**src/design/assert_macros.svh**
```systemverilog
// Assertion macros for the allocator.
`ifndef ASSERT_MACROS_SVH
`define ASSERT_MACROS_SVH
`ifndef NO_ASSERTIONS
`define CHK_IMPL(lbl, clk, rst_n, ante, cons, msg) \
	lbl: assert property (@(posedge clk) disable iff (!rst_n) (ante) |-> (cons)) else $error(msg);
`define CHK_NEXT(lbl, clk, rst_n, ante, cons, msg) \
	lbl: assert property (@(posedge clk) disable iff (!rst_n) (ante) |=> (cons)) else $error(msg);
`else
`define CHK_IMPL(lbl, clk, rst_n, ante, cons, msg)
`define CHK_NEXT(lbl, clk, rst_n, ante, cons, msg)
`endif
`endif

```
**src/design/ffba_pkg.sv**
```systemverilog
package ffba_pkg;
	localparam int BufferBytesDef = 4096;
	localparam int MaxBlocksDef   = 32;
	localparam int OffW = 12;
	localparam int ReqW = 13;
	localparam int HdrW = 7;
	localparam logic [HdrW-1:0] HdrReset = 7'd24;

	localparam logic [2:0] ST_OK        = 3'd0;
	localparam logic [2:0] ST_BAD_SIZE  = 3'd1;
	localparam logic [2:0] ST_NO_GAP    = 3'd2;
	localparam logic [2:0] ST_FULL      = 3'd3;
	localparam logic [2:0] ST_NOT_FOUND = 3'd4;

	localparam logic KIND_ALLOC = 1'b0;
	localparam logic KIND_FREE  = 1'b1;

	typedef struct packed {
		logic            kind;
		logic [ReqW-1:0] request_bytes;
		logic [OffW-1:0] payload_offset;
	} req_t;

	typedef struct packed {
		logic [2:0]      status;
		logic [OffW-1:0] granted_offset;
	} rsp_t;
endpackage

```
**src/design/ffba_ram.sv**
```systemverilog
module ffba_ram #(
	parameter int Width = 8,
	parameter int Depth = 32
) (
	input  logic                     clk,
	input  logic                     we,
	input  logic [$clog2(Depth)-1:0] waddr,
	input  logic [Width-1:0]         wdata,
	input  logic [$clog2(Depth)-1:0] raddr,
	output logic [Width-1:0]         rdata
);
	logic [Width-1:0] mem [Depth];

	always_ff @(posedge clk) begin
		if (we) begin
			mem[waddr] <= wdata;
		end
		rdata <= mem[raddr];
	end
endmodule

```
**src/design/first_fit_block_allocator.sv**
```systemverilog
// First-fit block allocator.
// Usage: pulse start with req (kind, request_bytes, payload_offset) while busy
// is low. busy rises the next cycle and stays high until the result word
// appears on rsp for one cycle, marked by done; the receiver cannot stall it.
// Allocate scans the block table in address order for the first gap that
// holds header_bytes + request_bytes; free scans for the matching payload
// offset. The table lives in one synchronous RAM (start and length packed,
// one read and one write port); after a hit the entries above the slot are
// shifted one place up (insert) or down (remove), one entry per cycle.
// Each entry visited takes a read state (S_READ) and a compare state (S_SCAN);
// each shift step moves one entry, plus one step to write the new entry on
// allocate. Requests refused at start go straight to S_DONE. A new word may be taken
// in the cycle the result is shown.
// Reset clears the block count and sets header_bytes to its default; the RAM
// needs no clearing pass since only entries below the count are used. The user
// must write header_bytes (APB address 0) only while the block is idle, unchecked.
module first_fit_block_allocator #(
	parameter int BUFFER_BYTES = ffba_pkg::BufferBytesDef,
	parameter int MAX_BLOCKS   = ffba_pkg::MaxBlocksDef
) (
	input  logic           clk,
	input  logic           arst_n,
	input  logic           start,
	output logic           busy,
	input  ffba_pkg::req_t req,
	output logic           done,
	output ffba_pkg::rsp_t rsp,
	input  logic           psel,
	input  logic           penable,
	input  logic           pwrite,
	input  logic [1:0]     paddr,
	input  logic [31:0]    pwdata,
	output logic [31:0]    prdata,
	output logic           pready
);
	`include "assert_macros.svh"
	import ffba_pkg::*;

	localparam int AW = $clog2(MAX_BLOCKS);
	localparam int CW = $clog2(MAX_BLOCKS + 1);
	localparam int PW = $clog2(BUFFER_BYTES + 1) + 1; // position width, room for sums
	localparam int EW = 2 * PW;

	typedef enum logic [5:0] {
		S_IDLE  = 6'b000001,
		S_READ  = 6'b000010,
		S_SCAN  = 6'b000100,
		S_SHUP  = 6'b001000,
		S_SHDN  = 6'b010000,
		S_DONE  = 6'b100000
	} state_t;

	state_t          state_q;
	logic [HdrW-1:0] hdr_q;
	logic [CW-1:0]   count_q;
	logic            kind_q;
	logic [PW-1:0]   len_q, off_q, prev_end_q;
	logic [CW-1:0]   idx_q;
	logic [EW-1:0]   carry_q;
	rsp_t            rsp_q;
	logic            done_q;

	logic            we;
	logic [AW-1:0]   waddr, raddr;
	logic [EW-1:0]   wdata, rdata;
	logic [PW-1:0]   rd_start, rd_len;

	ffba_ram #(.Width(EW), .Depth(MAX_BLOCKS)) u_ram (
		.clk, .we, .waddr, .wdata, .raddr, .rdata
	);

	assign rd_start = rdata[EW-1:PW];
	assign rd_len   = rdata[PW-1:0];

	assign pready = 1'b1;
	assign prdata = (paddr == 2'd0) ? {{(32-HdrW){1'b0}}, hdr_q} : 32'd0;
	assign busy   = (state_q != S_IDLE);
	assign done   = done_q;
	assign rsp    = rsp_q;

	logic [PW-1:0] req_len, buf_sz;
	assign req_len = PW'(req.request_bytes) + PW'(hdr_q);
	assign buf_sz  = PW'(BUFFER_BYTES);

	// read address: current entry while scanning, one ahead while a free
	// compares and while shifting, so the next entry is read ahead of its use
	always_comb begin
		raddr = idx_q[AW-1:0];
		we    = 1'b0;
		waddr = idx_q[AW-1:0];
		wdata = carry_q;
		case (state_q)
			S_SCAN: begin
				if (kind_q == KIND_FREE) begin
					raddr = AW'(idx_q + CW'(1));
				end
			end
			S_SHUP: begin
				we = 1'b1;
				raddr = AW'(idx_q + CW'(1));
			end
			S_SHDN: begin
				we = 1'b1;
				waddr = AW'(idx_q - CW'(1));
				wdata = rdata;
				raddr = AW'(idx_q + CW'(1));
			end
			default: ;
		endcase
	end

	always_ff @(posedge clk or negedge arst_n) begin
		if (!arst_n) begin
			state_q <= S_IDLE;
			hdr_q   <= HdrReset;
			count_q <= '0;
			done_q  <= 1'b0;
		end else begin
			done_q <= (state_q == S_DONE);
			if (psel && penable && pwrite && paddr == 2'd0) begin
				hdr_q <= pwdata[HdrW-1:0];
			end
			case (state_q)
				S_IDLE: begin
					if (start) begin
						kind_q     <= req.kind;
						len_q      <= req_len;
						off_q      <= PW'(req.payload_offset);
						prev_end_q <= '0;
						idx_q      <= '0;
						if (req.kind == KIND_ALLOC &&
							(req.request_bytes == '0 || req_len > buf_sz)) begin
							rsp_q   <= '{ST_BAD_SIZE, '0};
							state_q <= S_DONE;
						end else if (req.kind == KIND_ALLOC &&
							count_q >= CW'(MAX_BLOCKS)) begin
							rsp_q   <= '{ST_FULL, '0};
							state_q <= S_DONE;
						end else if (count_q == '0) begin
							if (req.kind == KIND_ALLOC) begin
								carry_q <= {PW'(0), req_len};
								rsp_q   <= '{ST_OK, OffW'(hdr_q)};
								state_q <= S_SHUP;
							end else begin
								rsp_q   <= '{ST_NOT_FOUND, '0};
								state_q <= S_DONE;
							end
						end else begin
							rsp_q   <= '{ST_OK, '0};
							state_q <= S_READ;
						end
					end
				end
				S_READ: begin
					state_q <= S_SCAN; // RAM output valid next cycle
				end
				S_SCAN: begin
					if (kind_q == KIND_ALLOC) begin
						if (rd_start >= prev_end_q && rd_start - prev_end_q >= len_q) begin
							carry_q <= {prev_end_q, len_q};
							rsp_q.granted_offset <= OffW'(prev_end_q + PW'(hdr_q));
							state_q <= S_SHUP;
						end else if (idx_q + CW'(1) == count_q) begin
							if (rd_start + rd_len <= buf_sz &&
								buf_sz - (rd_start + rd_len) >= len_q) begin
								carry_q <= {rd_start + rd_len, len_q};
								rsp_q.granted_offset <=
									OffW'(rd_start + rd_len + PW'(hdr_q));
								idx_q <= count_q;
								state_q <= S_SHUP;
							end else begin
								rsp_q.status <= ST_NO_GAP;
								state_q <= S_DONE;
							end
						end else begin
							prev_end_q <= rd_start + rd_len;
							idx_q <= idx_q + CW'(1);
							state_q <= S_READ;
						end
					end else begin
						if (rd_start + PW'(hdr_q) == off_q) begin
							// last entry: just drop it, else close the table
							if (idx_q + CW'(1) == count_q) begin
								count_q <= count_q - CW'(1);
								state_q <= S_DONE;
							end else begin
								idx_q <= idx_q + CW'(1);
								state_q <= S_SHDN;
							end
						end else if (idx_q + CW'(1) == count_q) begin
							rsp_q.status <= ST_NOT_FOUND;
							state_q <= S_DONE;
						end else begin
							idx_q <= idx_q + CW'(1);
							state_q <= S_READ;
						end
					end
				end
				S_SHUP: begin
					// write carried entry at idx, pick up old entry there
					if (idx_q == count_q) begin
						count_q <= count_q + CW'(1);
						state_q <= S_DONE;
					end else begin
						carry_q <= rdata;
						idx_q <= idx_q + CW'(1);
					end
				end
				S_SHDN: begin
					if (idx_q + CW'(1) == count_q) begin
						count_q <= count_q - CW'(1);
						state_q <= S_DONE;
					end else begin
						idx_q <= idx_q + CW'(1);
					end
				end
				S_DONE: begin
					state_q <= S_IDLE;
				end
				default: state_q <= S_IDLE;
			endcase
		end
	end

	`CHK_IMPL(a_done_idle, clk, arst_n, done_q, state_q == S_IDLE, "result outside idle")
	`CHK_IMPL(a_count_max, clk, arst_n, 1'b1, count_q <= CW'(MAX_BLOCKS), "count overflow")
	`CHK_NEXT(a_start_busy, clk, arst_n, start && !busy, busy, "start not taken")
endmodule
```
**config.mk**
```make
export PLATFORM = sky130hd
export DESIGN_NAME = first_fit_block_allocator
export DESIGN_NICKNAME = d
export VERILOG_FILES = /design/src/design/ffba_pkg.sv /design/src/design/ffba_ram.sv /design/src/design/first_fit_block_allocator.sv
export VERILOG_INCLUDE_DIRS = /design/src /design/src/design
export SDC_FILE = /design/constraint.sdc
export NUM_CORES = 2
export LEC_CHECK = 0
export BUFFER_PORTS_ARGS = -buffer_cell sky130_fd_sc_hd__buf_2
export CORE_UTILIZATION = 65
export CTS_CLUSTER_SIZE = 16
export DETAILED_ROUTE_END_ITERATION = 16
export PLACE_DENSITY = 0.83
export SKIP_LAST_GASP = 1
export SYNTH_ARGS = -nofsm -noshare
export SYNTH_HDL_FRONTEND = slang
export SYNTH_SLANG_ARGS = --single-unit
```
**constraint.sdc**
```tcl
create_clock -name clk -period 9.8 [get_ports clk]
set_clock_uncertainty 0.1 [all_clocks]
set_input_delay 0.98 -clock clk [delete_from_list [all_inputs] [get_ports clk]]
set_output_delay 0.98 -clock clk [all_outputs]
set_load 0.03 [all_outputs]
```
-- Yosys cells after proc, flatten, opt, wreduce, memory -nomap -nowiden
Memories as Yosys holds them, arrays and structs flattened. A register that Yosys moved wholly into a read port is not among the register bits.
Cells that the tools add are included.
- multiplexer cells: 67
- equality and inequality tests: 30
- bitwise operators: 1
- add/subtract/negate cells: 11
- $lt $le $gt $ge: 6
- reductions and logical operators: 24
- operator list (kind ; number):
    two-way mux 28 bit ; 11
    two-way mux 6 bit ; 25
    two-way mux 15 bit ; 6
    case mux 28 bit (3 select lines) ; 1
    two-way mux 14 bit ; 4
    greater-or-equal comparator 14 bit ; 3
    two-way mux 12 bit ; 3
    case mux 15 bit (2 select lines) ; 1
    case mux 6 bit (5 select lines) ; 1
    inequality test 2 bit, second input constant ; 14
    case mux 14 bit (2 select lines) ; 1
    adder 12 x 7 -> 12 bit ; 2
    case mux 6 bit (4 select lines) ; 1
    case mux 6 bit (3 select lines) ; 1
    AND reduction 6 bit ; 3
    two-way mux 3 bit ; 5
    inequality test 3 bit, second input constant ; 5
    adder 13 x 7 -> 14 bit ; 1
    adder 14 bit ; 1
    adder 14 x 7 -> 14 bit ; 1
    == test 14 x 12 -> 1 bit ; 1
    greater-than comparator 14 x 13 -> 1 bit, second input constant ; 1
    <= comparator 14 x 13 -> 1 bit, second input constant ; 1
    subtractor 13 x 14 -> 14 bit, first input constant ; 1
    32 further kinds ; 45
- word-level logic and storage cells: 152
- memories kept: 1
- output and inout bits: 50
- register bits after elaboration: 110
- bits of input ports: 66
- memory bits (writable): 896
- memories (memory ; words ; bits a word ; read ports ; clocked after memory_dff ; write ports ; line ; RTL):
    u_ram.mem ; 32 ; 28 ; 1 ; 1 ; 1 ; ffba_ram.sv:12 ; logic [Width-1:0] mem [Depth];

-- Depth between registers and ports, before layout
- depth after elaboration: 9
- depth in mapped cells: 30

-- Cells and area by module
From an unflattened synthesis, not the netlist that was laid out.
- cells, all modules: 3060
- area, all modules: 45092.0 sq um
- by module, submodules not included (module ; times used ; cells an instance ; sequential area each (sq um) ; area an instance (sq um)):
    ffba_ram ; 1 ; 1984 ; 27466.3 ; 35447.7
    first_fit_block_allocator ; 1 ; 1076 ; 3206.8 ; 9644.2

-- Worst setup path after synthesis
No wires, ideal clock.
- kind: reg-to-reg
- start: reg prev_end_q[1]
- end: reg rsp_q, in the netlist rsp[10] (data pin)
- path buffers: 1
- clock period less this slack: 5.673 ns
- path slack: 4.127 ns
- setup time: 0.270 ns
- arrival: 5.304 ns
- required time: 9.430 ns
- cell stages (with the launch flop): 29
- path through: edfxtp_1 -> inv_1 -> ha_1 -> nor2b_1 -> o21ai_0 -> a21boi_0 -> o21ai_0 -> a211oi_1 -> nor3_1 -> or3_1 -> xnor2_1 -> ha_1 -> a21o_1 -> a21o_1 -> a21oi_1 -> o21ai_0 -> o211ai_1 -> clkbuf_1 -> o21ai_0 -> fa_1 -> nor2b_1 -> o21ai_0 -> a21boi_0 -> o21ai_0 -> a21oi_1 -> o2111ai_1 -> xnor2_1 -> o21ai_0 -> a21oi_1
- longest elaborated chain between the ends: 6
- elaborated cells on any way between the ends: 8
- those cells by class: add/sub: 2; order compare: 2; mux: 3; reduce/logical: 1
- ends and longest elaborated chain (item ; line ; RTL):
    from (decl) ; first_fit_block_allocator.sv:57 ; logic [PW-1:0] len_q, off_q, prev_end_q;
    from (signal assigned) ; first_fit_block_allocator.sv:176 ; prev_end_q <= rd_start + rd_len;
    subtractor 14 bit ; first_fit_block_allocator.sv:159 ; if (rd_start >= prev_end_q && rd_start - prev_end_q >= len_q) begin
    greater-or-equal comparator 14 bit ; first_fit_block_allocator.sv:159 ;
    logical AND 1 bit ; first_fit_block_allocator.sv:159 ;
    two-way mux 12 bit (*) ; first_fit_block_allocator.sv:159 ;
    two-way mux 12 bit (*) ; first_fit_block_allocator.sv:158 ; if (kind_q == KIND_ALLOC) begin
    case mux 15 bit (2 select lines) (*) ; first_fit_block_allocator.sv:123 ; case (state_q)
    to (signal assigned) ; first_fit_block_allocator.sv:133 ; rsp_q <= '{ST_BAD_SIZE, '0};
    to (signal assigned) ; first_fit_block_allocator.sv:137 ; rsp_q <= '{ST_FULL, '0};
    to (signal assigned) ; first_fit_block_allocator.sv:142 ; rsp_q <= '{ST_OK, OffW'(hdr_q)};
    to (decl) ; first_fit_block_allocator.sv:60 ; rsp_t rsp_q;
Every way passes the cells marked *; elsewhere a longest branch is shown, timed or not. The select of a mux whose other input is x is not followed.
A chain may end at the register's enable or synchronous reset.

-- Worst setup path in the final report
- start: reg u_ram.rdata[15] (read register of u_ram.mem)
- end: reg rsp_q, in the netlist rsp[9] (data pin)
- longest elaborated chain between the ends: 7
- elaborated cells on any way between the ends: 11
- those cells by class: add/sub: 3; order compare: 2; mux: 5; reduce/logical: 1
- ends and longest elaborated chain (item ; line ; RTL):
    from (decl) ; ffba_ram.sv:10 ; output logic [Width-1:0] rdata
    adder 14 bit ; n/a ;
    adder 12 x 7 -> 12 bit ; first_fit_block_allocator.sv:168 ; OffW'(rd_start + rd_len + PW'(hdr_q));
    two-way mux 12 bit ; first_fit_block_allocator.sv:164 ; if (rd_start + rd_len <= buf_sz &&
    two-way mux 15 bit ; first_fit_block_allocator.sv:163 ; end else if (idx_q + CW'(1) == count_q) begin
    two-way mux 12 bit (*) ; first_fit_block_allocator.sv:159 ;
    two-way mux 12 bit (*) ; first_fit_block_allocator.sv:158 ;
    case mux 15 bit (2 select lines) (*) ; first_fit_block_allocator.sv:123 ;
Marks and branches as above.

==> impl_metrics.env <==
export IMPL_leakagePower_nw=17.2
export IMPL_post_synth_top_count_cell="edfxtp_1"
export IMPL_path_common_cell="o21ai_0"
export IMPL_syn2layout_area_growth_pct=10.4
export IMPL_routedWlPerCell_um=28.0
export IMPL_first_global_vias=30200
export IMPL_vias_per_cell=6.88
export IMPL_status="finished, final reports clean"
export IMPL_synth_mux_area_share_pct=3.04
export IMPL_cts_hold_buf=0
export IMPL_synthSimpleGateAreaFrac_pct=13.0
export IMPL_worstMarginPinSlew_ps=1290
export IMPL_critPathKind="reg2reg"
export IMPL_min_period_ps=7010
export IMPL_netlist_top_cells_count="986 x edfxtp_1, 813 x nand2_1, 254 x nand3_1, 121 x mux2i_1, 117 x a31oi_1"
export IMPL_critPathRequiredTime_ps=10180
export IMPL_drv_slew=0
export IMPL_synth_ff_type="edfxtp_1"
export IMPL_cts_resized=0
export IMPL_drc=0
export IMPL_r2r_start="u_ram.rdata[15]"
export IMPL_synth_edf_count=986
export IMPL_ir_drop_mv=0.263
export IMPL_design_area_um2=49200
export IMPL_powerDensity_nw_per_um2=290
export IMPL_grt_pass1_wl_um=183000
export IMPL_synth_top_family_by_area="simple AND/OR/NAND/NOR gates"
export IMPL_cp_slowest_cell="o21ai_0"
export IMPL_synth_top_cells_by_area="edfxtp_1 66%, nand2_1 6.8%, nand3_1 2.8%, mux2i_1 2.7%, ha_1 2.3%"
export IMPL_finalSetupViolations=0
export IMPL_clock_path_buffers=3
export IMPL_ys_seq_elements=1034
export IMPL_drt_iter0_markers=5095
export IMPL_antenna_found_initial=1
export IMPL_nNetsFinal=3654
export IMPL_min_path_type="in2async"
export IMPL_max_freq_mhz=143
export IMPL_yosysTopAreaCellShare_pct=66.4
export IMPL_core_um2=67500
export IMPL_grt_max_degree=213
export IMPL_ff2ff_setup_slack_ps=2790
export IMPL_rsz0062_at_grt="no"
export IMPL_worstSkewPairLatency_ps=670
export IMPL_die_w_um=264
export IMPL_cts_tree="yes"
export IMPL_grt_overflow=0
export IMPL_drt_pre_antenna_iters=8
export IMPL_syn_instance_count=3450
export IMPL_start_kind="flip-flop"
export IMPL_clockRootBuffer="clkbuf_16"
export IMPL_reg2reg_depth=25
export IMPL_rows=95
export IMPL_synth_cell_types=86
export IMPL_synth_warning_count=0
export IMPL_syn_area_um2=44600
export IMPL_rr_endpoint="rsp[9]"
export IMPL_portBuffers=64
export IMPL_cp_max_fo=25
export IMPL_synth_seq_area_share_pct=68.7
export IMPL_avgSynthCellArea_um2=12.9
export IMPL_dieArea_um2=69700
export IMPL_clock_sinks=1034
export IMPL_h_tree_depth=3
export IMPL_vias=30700
export IMPL_crit_path_end_kind="flip-flop"
export IMPL_initial_core_util_pct=66.1
export IMPL_pin_count=116
export IMPL_grtUsageTotal_pct=35.5
export IMPL_final_hold_violation_count=0
export IMPL_slew_headroom_pct=14.0
export IMPL_post_dp_cell_area_um2=45900
export IMPL_routabilityCongestion=0.917
export IMPL_synth_largest_area_cell="edfxtp_1"
export IMPL_synthArstFlopShare_pct=1.93
export IMPL_antenna_left=0
export IMPL_max_stage_delay_ps=560
export IMPL_die_h_um=264
export IMPL_fin_crit_sh_pct=71.6
export IMPL_synth_fa_ha_area_share_pct=2.60
export IMPL_synthXorXnorAreaFrac_pct=1.98
export IMPL_hpwl_um=67100
export IMPL_max_cap_viol_count=0
export IMPL_finalSetupTns_ps=0
export IMPL_drt_wl_total_um=125000
export IMPL_synth_compound_area_share_pct=7.72
export IMPL_clkTransAtPathRegs_ps=70
export IMPL_post_cts_buffers=0
export IMPL_critPathArrivalTime_ps=7390
export IMPL_cts_inserted_buffers=100
export IMPL_whs_ps=201
export IMPL_drive_gt1_share_pct=9.88
## critical path: cells and delay by family, from the launching register on
kind	cells	cell delay [ps]
compound gates	15	3630
xor+xnor	2	330
fa+ha+maj	3	870
buf+inv	2	510
flops	1	490
simple gates	3	890
## kinds of logic after synthesis
group	count (synthesis)
flip-flops	1034
other	2
multiplexers	134
XOR/XNOR	101
AND/OR/NAND/NOR	1330
buffers and inverters	273
adder cells (fa/ha/maj)	89
AO/OA/AOI/OAI	487
## per-layer routing
layer  up-vias  part of all wire, %  global-route usage [%]
li1      12900                    -                       -
met1     14700                   34                    45.6
met2      2512                   46                    55.8
met3       498                   13                    8.63
met4         2                  5.9                    20.1
met5         -               0.0096                       0
## how the worst max path moves through the flow
stage,start,end,slack (ps),cells after the start
floorplan,prev_end_q[1],rsp[10],4130,28
CTS,prev_end_q[1],rsp[9],2900,26
global route,prev_end_q[1],rsp[9],2250,26
finish,u_ram.rdata[15],rsp[9],2790,25
detailed placement,prev_end_q[1],rsp[10],3030,29
global placement,u_ram.rdata[15],rsp[10],3120,28
## metrics by stage
step                worst slack [ps]  utilization [%]  power, mW  instances
floorplan                       4130                -       8.87       3474
global route                    2250             72.9       14.9       4457
CTS                             2900             72.9       14.2       4457
finish                          2790             72.9       14.3       4458
detailed placement              3030             68.0       10.3       4270
global placement                3120             68.0       10.1       4270
## cell type report
cell class              count  area, um2
diodes                      1       2.50
multi-input cells        2167      13100
well taps                 873       1090
inverters                  65        244
repair buffers            131        848
fillers                  3978      18300
clock buffers             124       2630
flip-flops and latches   1034      30700
clock inverters            63        687
## flip-flops by register name (all words and copies together), names as in the netlist, 6 cells and up
name         cells
u_ram.mem      896
carry_q         28
u_ram.rdata     28
rsp             15
len_q           14
prev_end_q      14
off_q           12
hdr_q            7
count_q          6
idx_q            6
state_q          6
## where the power goes
part | total [mW] | switching (mW) | internal (mW)
Combinational | 5.09 | 3.36 | 1.73
Sequential | 5.29 | 0.274 | 5.01
Clock | 3.92 | 1.66 | 2.26
## cells in the final DEF, fill, tap and decap left out, types with 15 or more instances in the layout
cell type and n:
a22oi_1 16, mux2i_1 121, inv_1 63, o21ai_0 61
nor4_1 34, nor2_1 65, clkbuf_1 21, nand2_1 813
buf_2 64, clkbuf_16 101, edfxtp_1 986, a32oi_1 112
ha_1 83, nor3_1 32, dfxtp_1 28, nand3_1 254
conb_1 26, a31oi_1 117, and2_1 17, nand4_1 15
a21oi_1 49, nor2_4 33, buf_4 65, dfrtp_1 17
clkinv_1 23, xor2_1 45, xnor2_1 56, clkinv_2 16
a21o_1 17
(Power assumes the default switching activity.)
